$ cat src/hdl/ffpa_pkg.sv
// Shared types, codes and defaults for the first-fit page allocator.
// Used by the page cell, the top level and the testbench.
`default_nettype none
package ffpa_pkg;

   localparam int unsigned FUNC_W    = 1;
   localparam int unsigned PID_W     = 4;
   localparam int unsigned COUNT_W   = 5;
   localparam int unsigned STATUS_W  = 2;
   localparam int unsigned START_W   = 4;

   localparam int unsigned PAGE_TOTAL_DEF    = 16;
   localparam int unsigned PROCESS_SLOTS_DEF = 16;

   localparam logic [FUNC_W-1:0] FUNC_ALLOC = 1'b0;
   localparam logic [FUNC_W-1:0] FUNC_FREE  = 1'b1;

   localparam logic [STATUS_W-1:0] STATUS_OK        = 2'd0;
   localparam logic [STATUS_W-1:0] STATUS_TOO_LARGE = 2'd1;
   localparam logic [STATUS_W-1:0] STATUS_NO_RUN    = 2'd2;
   localparam logic [STATUS_W-1:0] STATUS_NOT_FOUND = 2'd3;

   typedef struct packed {
      logic [FUNC_W-1:0]  func;
      logic [PID_W-1:0]   process_id;
      logic [COUNT_W-1:0] num_pages;
   } req_type;

   typedef struct packed {
      logic [STATUS_W-1:0] status;
      logic [START_W-1:0]  start_page;
      logic [COUNT_W-1:0]  page_count;
   } rsp_type;

   // Control flags of the search wave as it moves from cell to cell.
   typedef struct packed {
      logic active;
      logic found;
   } wave_flags_type;

   // Broadcast command that sets or clears the used bits of a page range.
   typedef struct packed {
      logic set;
      logic clear;
   } mark_type;

endpackage
`default_nettype wire

$ cat src/hdl/ffpa_ram.sv
// Generic single-write, single-read RAM with a registered read port.
// Holds the start page and page count of each allocation record; no package use.
`default_nettype none
module ffpa_ram #(
   parameter int unsigned WIDTH = 8,
   parameter int unsigned DEPTH = 16
) (
   input  wire logic                     clock,
   input  wire logic                     wr_en,
   input  wire logic [$clog2(DEPTH)-1:0] wr_addr,
   input  wire logic [WIDTH-1:0]         wr_data,
   input  wire logic                     rd_en,
   input  wire logic [$clog2(DEPTH)-1:0] rd_addr,
   output logic      [WIDTH-1:0]         rd_data
);

   logic [WIDTH-1:0] mem_ff [DEPTH];
   logic [WIDTH-1:0] rd_data_ff;

   always_ff @(posedge clock) begin
      if (wr_en) begin
         mem_ff[wr_addr] <= wr_data;
      end
      if (rd_en) begin
         rd_data_ff <= mem_ff[rd_addr];
      end
   end

   assign rd_data = rd_data_ff;

endmodule
`default_nettype wire

$ cat src/hdl/ffpa_cell.sv
// One page of the allocator: its used bit and one stage of the search wave.
// Depends on ffpa_pkg for the wave flag and range command types.
`default_nettype none
module ffpa_cell #(
   parameter int unsigned IDX = 0,
   parameter int unsigned PW  = 4
) (
   input  wire logic                             clock,
   input  wire logic                             reset,
   input  wire ffpa_pkg::wave_flags_type         src_flags,
   input  wire logic [ffpa_pkg::COUNT_W-1:0]     src_run,
   input  wire logic [PW-1:0]                    src_first,
   input  wire logic [ffpa_pkg::COUNT_W-1:0]     want,
   input  wire ffpa_pkg::mark_type               mark,
   input  wire logic [PW-1:0]                    mark_lo,
   input  wire logic [ffpa_pkg::COUNT_W-1:0]     mark_count,
   output ffpa_pkg::wave_flags_type              dst_flags,
   output logic      [ffpa_pkg::COUNT_W-1:0]     dst_run,
   output logic      [PW-1:0]                    dst_first
);
   import ffpa_pkg::*;

   localparam int unsigned SW = ((PW > COUNT_W) ? PW : COUNT_W) + 1;

   logic                 used_ff, used_in;
   wave_flags_type       flags_ff, flags_in;
   logic [COUNT_W-1:0]   run_ff, run_in;
   logic [PW-1:0]        first_ff, first_in;
   logic                 in_range;

   always_comb begin
      in_range = (SW'(IDX) >= SW'(mark_lo)) &&
                 (SW'(IDX) < (SW'(mark_lo) + SW'(mark_count)));
      used_in = used_ff;
      if (mark.set && in_range) begin
         used_in = 1'b1;
      end else if (mark.clear && in_range) begin
         used_in = 1'b0;
      end
   end

   // A used page breaks the run; a free page extends it and opens it if it was empty.
   always_comb begin
      flags_in = src_flags;
      run_in   = src_run;
      first_in = src_first;
      if (src_flags.active && !src_flags.found) begin
         if (used_ff) begin
            run_in = '0;
         end else begin
            run_in = src_run + COUNT_W'(1);
            if (src_run == '0) begin
               first_in = PW'(IDX);
            end
            if (run_in == want) begin
               flags_in.found = 1'b1;
            end
         end
      end
   end

   always_ff @(posedge clock) begin
      if (reset) begin
         used_ff  <= 1'b0;
         flags_ff <= '0;
      end else begin
         used_ff  <= used_in;
         flags_ff <= flags_in;
      end
      run_ff   <= run_in;
      first_ff <= first_in;
   end

   assign dst_flags = flags_ff;
   assign dst_run   = run_ff;
   assign dst_first = first_ff;

endmodule
`default_nettype wire

$ cat src/hdl/first_fit_page_allocator.sv
// First-fit contiguous page allocator: top level with sequencer and record table.
// Depends on ffpa_pkg, ffpa_cell and ffpa_ram.
//
// The block takes one transaction at a time. An allocation sends a search wave
// down a row of PAGE_TOTAL page cells, one cell per cycle, and completes once the
// wave has left the last cell. A free reads the record RAM (registered read) and
// then completes; an allocation refused for its size goes straight to completion.
// A result waits in the output register while the block already accepts the next
// request, and work only stalls at completion if that register is still full.
// All page bits and record valid bits clear together at reset; there is no
// clearing pass.
`default_nettype none
module first_fit_page_allocator #(
   parameter int unsigned PAGE_TOTAL    = ffpa_pkg::PAGE_TOTAL_DEF,
   parameter int unsigned PROCESS_SLOTS = ffpa_pkg::PROCESS_SLOTS_DEF
) (
   input  wire logic              clock,
   input  wire logic              reset,
   input  wire logic              req_valid,
   output logic                   req_stall,
   input  wire ffpa_pkg::req_type req_payload,
   output logic                   rsp_valid,
   input  wire logic              rsp_stall,
   output ffpa_pkg::rsp_type      rsp_payload
);
   import ffpa_pkg::*;

   localparam int unsigned PW          = $clog2(PAGE_TOTAL);
   localparam int unsigned PID_SPAN    = 1 << PID_W;
   localparam int unsigned SLOT_DEPTH  = (PROCESS_SLOTS < PID_SPAN) ? PROCESS_SLOTS : PID_SPAN;
   localparam int unsigned AW          = $clog2(SLOT_DEPTH);
   localparam int unsigned CW          = 9;
   localparam int unsigned RAM_W       = PW + COUNT_W;

   localparam logic [1:0] ST_IDLE   = 2'd0;
   localparam logic [1:0] ST_SCAN   = 2'd1;
   localparam logic [1:0] ST_READ   = 2'd2;
   localparam logic [1:0] ST_FINISH = 2'd3;

   logic [1:0]            state_ff, state_in;
   logic                  start_ff, start_in;
   logic [FUNC_W-1:0]     func_ff, func_in;
   logic [PID_W-1:0]      pid_ff, pid_in;
   logic                  pid_ok_ff, pid_ok_in;
   logic [COUNT_W-1:0]    want_ff, want_in;
   logic [STATUS_W-1:0]   res_status_ff, res_status_in;
   logic [PW-1:0]         res_start_ff, res_start_in;
   logic [COUNT_W-1:0]    res_count_ff, res_count_in;
   logic                  do_alloc_ff, do_alloc_in;
   logic                  do_free_ff, do_free_in;
   logic [SLOT_DEPTH-1:0] entry_valid_ff, entry_valid_in;
   logic                  rsp_valid_ff, rsp_valid_in;
   rsp_type               rsp_payload_ff, rsp_payload_in;

   logic                  req_accept;
   logic                  out_free;
   logic                  commit;
   logic                  req_pid_ok;
   logic                  too_large;
   mark_type              mark;
   logic [RAM_W-1:0]      ram_rd_data;
   logic [PW-1:0]         ram_start;
   logic [COUNT_W-1:0]    ram_count;
   logic [PW+START_W-1:0] start_wide;

   wave_flags_type        wave_flags [PAGE_TOTAL+1];
   logic [COUNT_W-1:0]    wave_run   [PAGE_TOTAL+1];
   logic [PW-1:0]         wave_first [PAGE_TOTAL+1];

   assign req_stall  = (state_ff != ST_IDLE);
   assign req_accept = req_valid && !req_stall;
   assign out_free   = !rsp_valid_ff || !rsp_stall;
   assign commit     = (state_ff == ST_FINISH) && out_free;
   assign req_pid_ok = (CW'(req_payload.process_id) < CW'(PROCESS_SLOTS));
   assign too_large  = (CW'(req_payload.num_pages) > CW'(PAGE_TOTAL));
   assign ram_start  = ram_rd_data[RAM_W-1:COUNT_W];
   assign ram_count  = ram_rd_data[COUNT_W-1:0];
   assign mark.set   = commit && do_alloc_ff;
   assign mark.clear = commit && do_free_ff;
   assign start_wide = (PW+START_W)'(res_start_ff);

   // The search wave enters the first cell the cycle after acceptance.
   assign wave_flags[0] = '{active: start_ff, found: 1'b0};
   assign wave_run[0]   = '0;
   assign wave_first[0] = '0;

   for (genvar g = 0; g < PAGE_TOTAL; g++) begin : g_cell
      ffpa_cell #(
         .IDX (g),
         .PW  (PW)
      ) u_cell (
         .clock      (clock),
         .reset      (reset),
         .src_flags  (wave_flags[g]),
         .src_run    (wave_run[g]),
         .src_first  (wave_first[g]),
         .want       (want_ff),
         .mark       (mark),
         .mark_lo    (res_start_ff),
         .mark_count (res_count_ff),
         .dst_flags  (wave_flags[g+1]),
         .dst_run    (wave_run[g+1]),
         .dst_first  (wave_first[g+1])
      );
   end

   ffpa_ram #(
      .WIDTH (RAM_W),
      .DEPTH (SLOT_DEPTH)
   ) u_table (
      .clock   (clock),
      .wr_en   (mark.set),
      .wr_addr (pid_ff[AW-1:0]),
      .wr_data ({res_start_ff, res_count_ff}),
      .rd_en   (req_accept),
      .rd_addr (req_payload.process_id[AW-1:0]),
      .rd_data (ram_rd_data)
   );

   always_comb begin
      state_in       = state_ff;
      start_in       = 1'b0;
      func_in        = func_ff;
      pid_in         = pid_ff;
      pid_ok_in      = pid_ok_ff;
      want_in        = want_ff;
      res_status_in  = res_status_ff;
      res_start_in   = res_start_ff;
      res_count_in   = res_count_ff;
      do_alloc_in    = do_alloc_ff;
      do_free_in     = do_free_ff;
      entry_valid_in = entry_valid_ff;

      unique case (state_ff)
         ST_IDLE: begin
            if (req_accept) begin
               func_in      = req_payload.func;
               pid_in       = req_payload.process_id;
               pid_ok_in    = req_pid_ok;
               want_in      = req_payload.num_pages;
               res_start_in = '0;
               res_count_in = '0;
               do_alloc_in  = 1'b0;
               do_free_in   = 1'b0;
               if (req_payload.func == FUNC_FREE) begin
                  state_in = ST_READ;
               end else if (too_large) begin
                  res_status_in = STATUS_TOO_LARGE;
                  state_in      = ST_FINISH;
               end else if (req_payload.num_pages == '0 || !req_pid_ok) begin
                  res_status_in = STATUS_NO_RUN;
                  state_in      = ST_FINISH;
               end else begin
                  start_in = 1'b1;
                  state_in = ST_SCAN;
               end
            end
         end
         ST_SCAN: begin
            if (wave_flags[PAGE_TOTAL].active) begin
               state_in = ST_FINISH;
               if (wave_flags[PAGE_TOTAL].found) begin
                  res_status_in = STATUS_OK;
                  res_start_in  = wave_first[PAGE_TOTAL];
                  res_count_in  = want_ff;
                  do_alloc_in   = 1'b1;
               end else begin
                  res_status_in = STATUS_NO_RUN;
               end
            end
         end
         ST_READ: begin
            state_in = ST_FINISH;
            if (pid_ok_ff && entry_valid_ff[pid_ff[AW-1:0]]) begin
               res_status_in = STATUS_OK;
               res_start_in  = ram_start;
               res_count_in  = ram_count;
               do_free_in    = 1'b1;
            end else begin
               res_status_in = STATUS_NOT_FOUND;
            end
         end
         ST_FINISH: begin
            if (out_free) begin
               state_in = ST_IDLE;
               if (do_alloc_ff) begin
                  entry_valid_in[pid_ff[AW-1:0]] = 1'b1;
               end else if (do_free_ff) begin
                  entry_valid_in[pid_ff[AW-1:0]] = 1'b0;
               end
            end
         end
         default: begin
            state_in = ST_IDLE;
         end
      endcase
   end

   always_comb begin
      rsp_valid_in   = rsp_valid_ff;
      rsp_payload_in = rsp_payload_ff;
      if (commit) begin
         rsp_valid_in              = 1'b1;
         rsp_payload_in.status     = res_status_ff;
         rsp_payload_in.start_page = start_wide[START_W-1:0];
         rsp_payload_in.page_count = res_count_ff;
      end else if (!rsp_stall) begin
         rsp_valid_in = 1'b0;
      end
   end

   always_ff @(posedge clock) begin
      if (reset) begin
         state_ff       <= ST_IDLE;
         start_ff       <= 1'b0;
         do_alloc_ff    <= 1'b0;
         do_free_ff     <= 1'b0;
         entry_valid_ff <= '0;
         rsp_valid_ff   <= 1'b0;
      end else begin
         state_ff       <= state_in;
         start_ff       <= start_in;
         do_alloc_ff    <= do_alloc_in;
         do_free_ff     <= do_free_in;
         entry_valid_ff <= entry_valid_in;
         rsp_valid_ff   <= rsp_valid_in;
      end
      func_ff        <= func_in;
      pid_ff         <= pid_in;
      pid_ok_ff      <= pid_ok_in;
      want_ff        <= want_in;
      res_status_ff  <= res_status_in;
      res_start_ff   <= res_start_in;
      res_count_ff   <= res_count_in;
      rsp_payload_ff <= rsp_payload_in;
   end

   assign rsp_valid   = rsp_valid_ff;
   assign rsp_payload = rsp_payload_ff;

   // A failed transaction reports no pages, a successful one at least one.
   a_rsp_count: assert property (@(posedge clock) disable iff (reset)
      rsp_valid |-> ((rsp_payload.status == STATUS_OK) ?
                     (rsp_payload.page_count != '0) :
                     (rsp_payload.page_count == '0 && rsp_payload.start_page == '0)))
      else $error("response count does not match its status");

   // Once a request is taken, no further request is taken in the next cycle.
   a_one_at_a_time: assert property (@(posedge clock) disable iff (reset)
      req_accept |=> req_stall)
      else $error("request accepted while the previous one is in progress");

   // The search wave leaves the row of cells only while a scan is in progress.
   a_wave_in_scan: assert property (@(posedge clock) disable iff (reset)
      wave_flags[PAGE_TOTAL].active |-> (state_ff == ST_SCAN))
      else $error("search wave completed outside a scan");

   // Only an allocation can mark pages used, only a free can release them.
   a_mark_kind: assert property (@(posedge clock) disable iff (reset)
      (mark.set |-> func_ff == FUNC_ALLOC) and (mark.clear |-> func_ff == FUNC_FREE))
      else $error("page range updated by the wrong kind of transaction");

endmodule
`default_nettype wire

$ cat config.mk
export PLATFORM = sky130hd
export DESIGN_NAME = first_fit_page_allocator
export DESIGN_NICKNAME = d
export VERILOG_FILES = /design/src/hdl/ffpa_pkg.sv /design/src/hdl/ffpa_ram.sv /design/src/hdl/ffpa_cell.sv /design/src/hdl/first_fit_page_allocator.sv
export SDC_FILE = /design/constraint.sdc
export NUM_CORES = 1
export LEC_CHECK = 0
export ABC_AREA = 1
export BUFFER_PORTS_ARGS = -buffer_cell sky130_fd_sc_hd__clkbuf_2
export CORE_UTILIZATION = 45
export DETAILED_ROUTE_END_ITERATION = 10
export PLACE_DENSITY = 0.7
export SKIP_CTS_REPAIR_TIMING = 1
export SYNTH_ARGS = -nofsm -noshare
export SYNTH_HDL_FRONTEND = slang
export SYNTH_SLANG_ARGS = --single-unit
$ cat constraint.sdc
create_clock -name clock -period 2.3 [get_ports clock]
set_input_delay 0.115 -clock clock [delete_from_list [all_inputs] [get_ports clock]]
set_output_delay 0.115 -clock clock [all_outputs]
set_load 0.01 [all_outputs]
* Word-level counts from Yosys, hierarchy flattened
Memory sizes are Yosys's and may differ from the RTL's. A register that Yosys moved wholly into a read port is not among the register bits. Cells that the tools add are included.
Word-level totals: flip-flop bits (word level) 236, RAM bits 144, output and inout bits 13, memories kept 1
Memories:
- u_table.mem_ff | words 16, bits a word 9, rd ports 1, clocked after memory_dff 1, wr ports 1, RTL line ffpa_ram.sv:17 | logic [WIDTH-1:0] mem_ff [DEPTH];
Cells by class: $add $sub $neg 16, $lt $le $gt $ge 34, eq/ne operators 27, mux-type cells 192, bitwise logic cells 7, reductions and logical operators 134
Operator list (count):
- 4-bit 2-to-1 mux | 46
- 5-bit 2-to-1 mux | 32
- 1-bit 2-to-1 mux | 91
- 5-bit zero test | 16
- 5-bit by 1-bit adder with 5-bit output (second input constant) | 15
- 5-bit == test | 15
- 1-bit logical AND | 67
- 4-bit by 6-bit < comparator with 1-bit output (first input constant) | 8
- 2-bit nonzero test | 20
- 16-bit 2-to-1 mux | 2
- 4-bit >= comparator (first input constant) | 7
- 2-bit 2-to-1 mux | 13
- 3-bit by 6-bit < comparator with 1-bit output (first input constant) | 4
- 1-bit zero test | 18
- 16-bit AND | 1
- 3-bit by 4-bit >= comparator with 1-bit output (first input constant) | 4
- 16-bit inverter | 1
- 16-bit OR | 1
- 5-bit case mux with 3 select lines | 1
- 1-bit by 6-bit < comparator with 1-bit output (first input constant) | 2
- 2-bit by 6-bit < comparator with 1-bit output (first input constant) | 2
- 4-bit case mux with 3 select lines | 1
- 5-bit AND reduction | 2
- 3-bit AND reduction | 3
- other kinds (26) | 38

* Depth between registers and ports, before layout
depth in word-level cells 8, gate-level depth with buffers 13, depth with buffers taken out 13

* Cells and area by module
From an unflattened synthesis, not the netlist that was laid out.
Second synthesis, totals: cell total of the unflattened synthesis 2429, area, all modules 20259.4 um^2
Modules (own cells, without submodules):
- ffpa_ram | times used 1, cells an instance 616, area an instance 6600.1 um^2, sequential area each 4594.4 um^2
- first_fit_page_allocator | times used 1, cells an instance 260, area an instance 2348.5 um^2, sequential area each 1371.3 um^2
- ffpa_cell at g_cell[14].u_cell ... | times used 2, cells an instance 104, area an instance 748.2 um^2, sequential area each 240.2 um^2
- ffpa_cell at g_cell[10].u_cell | times used 1, cells an instance 104, area an instance 759.5 um^2, sequential area each 240.2 um^2
- ffpa_cell at g_cell[8].u_cell | times used 1, cells an instance 103, area an instance 758.2 um^2, sequential area each 240.2 um^2
- ffpa_cell at g_cell[4].u_cell | times used 1, cells an instance 107, area an instance 755.7 um^2, sequential area each 240.2 um^2
- ffpa_cell at g_cell[9].u_cell | times used 1, cells an instance 104, area an instance 749.5 um^2, sequential area each 240.2 um^2
- ffpa_cell at g_cell[12].u_cell | times used 1, cells an instance 96, area an instance 743.2 um^2, sequential area each 240.2 um^2
- ffpa_cell at g_cell[13].u_cell | times used 1, cells an instance 101, area an instance 739.5 um^2, sequential area each 240.2 um^2
- ffpa_cell at g_cell[0].u_cell | times used 1, cells an instance 100, area an instance 703.2 um^2, sequential area each 240.2 um^2
- ffpa_cell at g_cell[2].u_cell | times used 1, cells an instance 101, area an instance 701.9 um^2, sequential area each 240.2 um^2
- ffpa_cell at g_cell[5].u_cell | times used 1, cells an instance 93, area an instance 684.4 um^2, sequential area each 240.2 um^2
- ffpa_cell at g_cell[1].u_cell | times used 1, cells an instance 97, area an instance 683.2 um^2, sequential area each 240.2 um^2
- ffpa_cell at g_cell[3].u_cell | times used 1, cells an instance 90, area an instance 643.1 um^2, sequential area each 240.2 um^2
- 3 more rows

* Worst setup path after synthesis
Ideal clock, no wire load.
path type reg-to-reg, start point register res_start_ff[0], end point register g_cell[4].u_cell.used_ff, setup time 0.132 ns, arrival 2.013 ns, data required time 2.168 ns, path slack 0.155 ns, stages on the path, launching flop included 12, path buffers 0, cell sequence edfxtp_1 -> ha_1 -> inv_1 -> fa_1 -> xnor2_1 -> inv_1 -> nand2_2 -> nor2_4 -> nor2_1 -> nand3_1 -> nand2_1 -> a21oi_1
On the way: cells in the longest elaborated chain, start to end 5, elaborated cells between the ends (all ways) 8
Ends and longest elaborated chain:
- start, declared | RTL line first_fit_page_allocator.sv:47 | logic [PW-1:0] res_start_ff, res_start_in;
- start signal, assigned | RTL line first_fit_page_allocator.sv:233 | res_start_ff <= res_start_in;
- 4-bit by 5-bit adder with 6-bit output | RTL line ffpa_cell.sv:33 | (SW'(IDX) < (SW'(mark_lo) + SW'(mark_count)));
- 3-bit by 6-bit < comparator with 1-bit output | RTL line ffpa_cell.sv:33
- 1-bit logical AND (*) | RTL line ffpa_cell.sv:32 | in_range = (SW'(IDX) >= SW'(mark_lo)) &&
- 1-bit logical AND, on equally long branches | RTL line ffpa_cell.sv:35, ffpa_cell.sv:37
- 1-bit 2-to-1 mux / 2-bit nonzero test (equally long branches)
- end signal, assigned | RTL line ffpa_cell.sv:67 | used_ff <= used_in;
- end, declared | RTL line ffpa_cell.sv:25 | logic used_ff, used_in;
Mark *: on every way between the ends. The rest lies on a longest branch, timed or not. A chain may end at the register's enable or synchronous reset.

* Final worst setup path
start point register res_count_ff[0], end point register g_cell[13].u_cell.used_ff
On the way: cells in the longest elaborated chain, start to end 5, elaborated cells between the ends (all ways) 7
Ends and longest elaborated chain:
- start, declared | RTL line first_fit_page_allocator.sv:48 | logic [COUNT_W-1:0] res_count_ff, res_count_in;
- start signal, assigned | RTL line first_fit_page_allocator.sv:234 | res_count_ff <= res_count_in;
- 4-bit by 5-bit adder with 6-bit output (*) | RTL line ffpa_cell.sv:33
- 4-bit by 6-bit < comparator with 1-bit output (*) | RTL line ffpa_cell.sv:33
- 1-bit logical AND (*) | RTL line ffpa_cell.sv:32
- 1-bit logical AND, on equally long branches | RTL line ffpa_cell.sv:35, ffpa_cell.sv:37
- 1-bit 2-to-1 mux / 2-bit nonzero test (equally long branches)
- end signal, assigned | RTL line ffpa_cell.sv:67
- end, declared | RTL line ffpa_cell.sv:25
Marks and branches as above.

==> results.md <==
* Final setup fails at 0
* Cell count after synthesis at ~1600
* Overflow after GRT at 0
* Setup Skew at 18.44 ps
* Initial antenna violation count at 0
* Vias in the first global route at between 10000 and 15000
* GRT Total Usage at 0.1924
* Area of the core at 34460 sq um
* Critical path fanouts, max at 10
* ANT cells at 0
* Fin. max-slew vios at 0
* Synth top cells by count: 227 x inv_1, 184 x dfxtp_1, 184 x edfxtp_1
* Worst Setup Start Kind: flop
* Final period util at 0.9329
* Slew @ Worst Pin at a little over 600 ps
* Fraction of layout cells with a size suffix above 1 at 0.1177
* Post-detailed-route via-to-cell ratio at between 5 and 6
* Area delta synth->final at 13.97%
* Clk Latency, worst-skew pair at 520 ps
* Leak Pwr at 6.847 nW
* # nets final at between 1500 and 2000
* Die area at 35750 sq um
* Post-synthesis sequential area ratio at 0.5847
* Synth top area share at 0.3508
* Worst Setup SP: res_count_ff[0]
* Netlist cell types at 44
* Fmax at 466.0 MHz
* Switching Power at 5.397 mW
* Reg clk slew, reported paths at 60 ps
* Largest net degree at the start of global routing at 46
* Die Y at 189.1 um
* First-pass GRT wire length at 54870 um
* WS Path Type: reg2reg
* CP endpoint kind: flop
* Top cells by area, synth: edfxtp_1 35%, dfxtp_1 23%, inv_1 5.4%
* Setup TNS at 0 ps
* Mean post-synth cell area at 10.03 sq um
* Via Count at 10930
* Post-synth EDFFs at 184
* Die Span X at 189.1 um
* Hold Startpoint: req_payload[8]
* Post-synthesis cell area at between 15000 and 20000 sq um
* TritonCTS Buffers at 38
* Worst vdd ir at 0.6396 mV
* Syn Nets at 1623
* CTS Buffer Depth at 3
* Row cnt at 68
* Final min period at roughly 2100 ps
* RSZ-0062 raised after global routing: false
* CTS root buf: clkbuf_16
* Avg WL per Cell at 16.08 um
* IO Count at 27
* Pint at 12.61 mW
* Sequential power share at 0.435
* Synth Flop Type: edfxtp_1
* DR DRC count at 0
* Asr flop ratio synth at 0
* Final ANT Viol Nets at 0
* Sw frac at 0.2998
* Clk pwr share at 0.347
* Total of max-cap violations at 0
* Drt pass-1 iters at 5
* Critical Path AT at 2570 ps
* Reg2Reg Setup Slack at 150 ps
* CTS sink count at about 370
* Initial Utilization at 0.4571
* Drt first-iter violations at 753
* Seq cells post-synth at approximately 370
* Hold Path Class: in2reg
* PD cells at approximately 1000 nW/um^2
* GPL Wtd Cong at 0.8915
* CTS tree: done
* Final hold vios at 0
* H-tree depth at 2
* Slew HR at 0.5939
* Ys Warns at 0
* Port Buffers at 26
* Final HPWL from detailed placement at 23520 um
* Most common cell in the netlist: inv_1
* Routed WL at 34100 um
* Cell taking the most area after synthesis: edfxtp_1
* R2R Path Start: res_count_ff[0]
* Total power at 18.00 mW
* Critical Path RT at between 2000 and 3000 ps
* Status: completed
* Logic pwr share at 0.217
[power groups by stage]
stage          Clock, mW  Combinational (mW)  Sequential (mW)
6_report            6.26                3.91             7.84
5_1_grt             6.61                4.34             7.87
4_1_cts             6.35                3.87             7.84
3_5_place_dp           0                3.83             7.98
3_3_place_gp           0                3.75             7.97
2_1_floorplan          0                2.41             8.14
[logic make-up after synthesis]
group,Yosys count,share of synthesized area
and+or+nand+nor,471,0.1395
DFF,368,0.5847
buffers and inverters,291,0.07285
AOI/OAI and AO/OA,280,0.1014
xor gates and xnor gates,85,0.04727
adders and majority gates,39,0.03146
muxes,36,0.02288
[metal layers]
metal	part of all wire	GRT usage	vias to the layer above
met2	0.48	0.3215	283
met1	0.45	0.2622	5184
li1	-	-	5408
met5	0	0	-
met4	0.020	0.05056	0
met3	0.053	0.02688	55
[state kept, by name (all words and copies together), names as in the netlist, 9 cells and up, named ones only]
signal and cells:
g_cell.u_cell.dst_first 49, g_cell.u_cell.dst_run 65, u_table.mem_ff 144, g_cell.u_cell.used_ff 16, g_cell.u_cell.dst_flags 32, u_table.rd_data 9
rsp_payload 11
[metrics by stage]
step / util / cells / area (sq um) / hold slack (ps) / worst slack, ps
after floorplan: - / 1570 / 15750 / 192.9 / 154.7
after global placement: 0.4815 / 2046 / 16590 / 317.1 / 309.9
after detailed placement: 0.4815 / 2046 / 16590 / 321.8 / 257.5
after CTS: 0.5189 / 2113 / 17880 / -206.6 / 198.2
after global routing: 0.5209 / 2120 / 17950 / 46.67 / 7.300
final: 0.5209 / 2120 / 17950 / 34.11 / 154.2
[layout by cell type, fill, tap and decap left out, types with 20 or more instances in the layout]
cell type    n
o22ai_1     39
nand3_1     94
o211ai_1    36
nand2_1    147
clkbuf_2    25
inv_1      227
o21ai_0     84
ha_1        38
or2_2       20
nand4_1     20
nor3_1      22
a21oi_1     97
buf_4       49
edfxtp_1   184
xor2_1      59
mux2i_1     36
xnor2_1     26
nor2_1     121
clkbuf_16   39
dfxtp_1    184
[worst max-delay path: stages, from the launching register on]
cell	delay, ps
edfxtp_1	350
ha_1	190
inv_1	60
fa_1	390
inv_1	110
nand3_1	110
nand3_2	130
nand2_2	80
nor2_4	200
o21ai_1	130
nand3_1	100
nand2_1	60
a21oi_1	130
[path summary, 6_finish.rpt]
kind | endpoint | depth (start not counted)
worst max-delay path | g_cell[13].u_cell.used_ff | 12
worst min register to register | g_cell[5].u_cell.dst_first[0] | 1
worst min-delay path | pid_ff[3] | 1
worst max register to register | g_cell[13].u_cell.used_ff | 12
[cell type report]
cell class	count	area, sq um
flip-flops and latches	368	9209
clock buffers	49	1074
fillers	2975	16510
clock inverters	18	215.2
multi-input cells	911	5394
well taps	455	569.3
repair buffers	83	603.1
inverters	236	885.9
No activity file was read; power rests on OpenSTA's default activity.
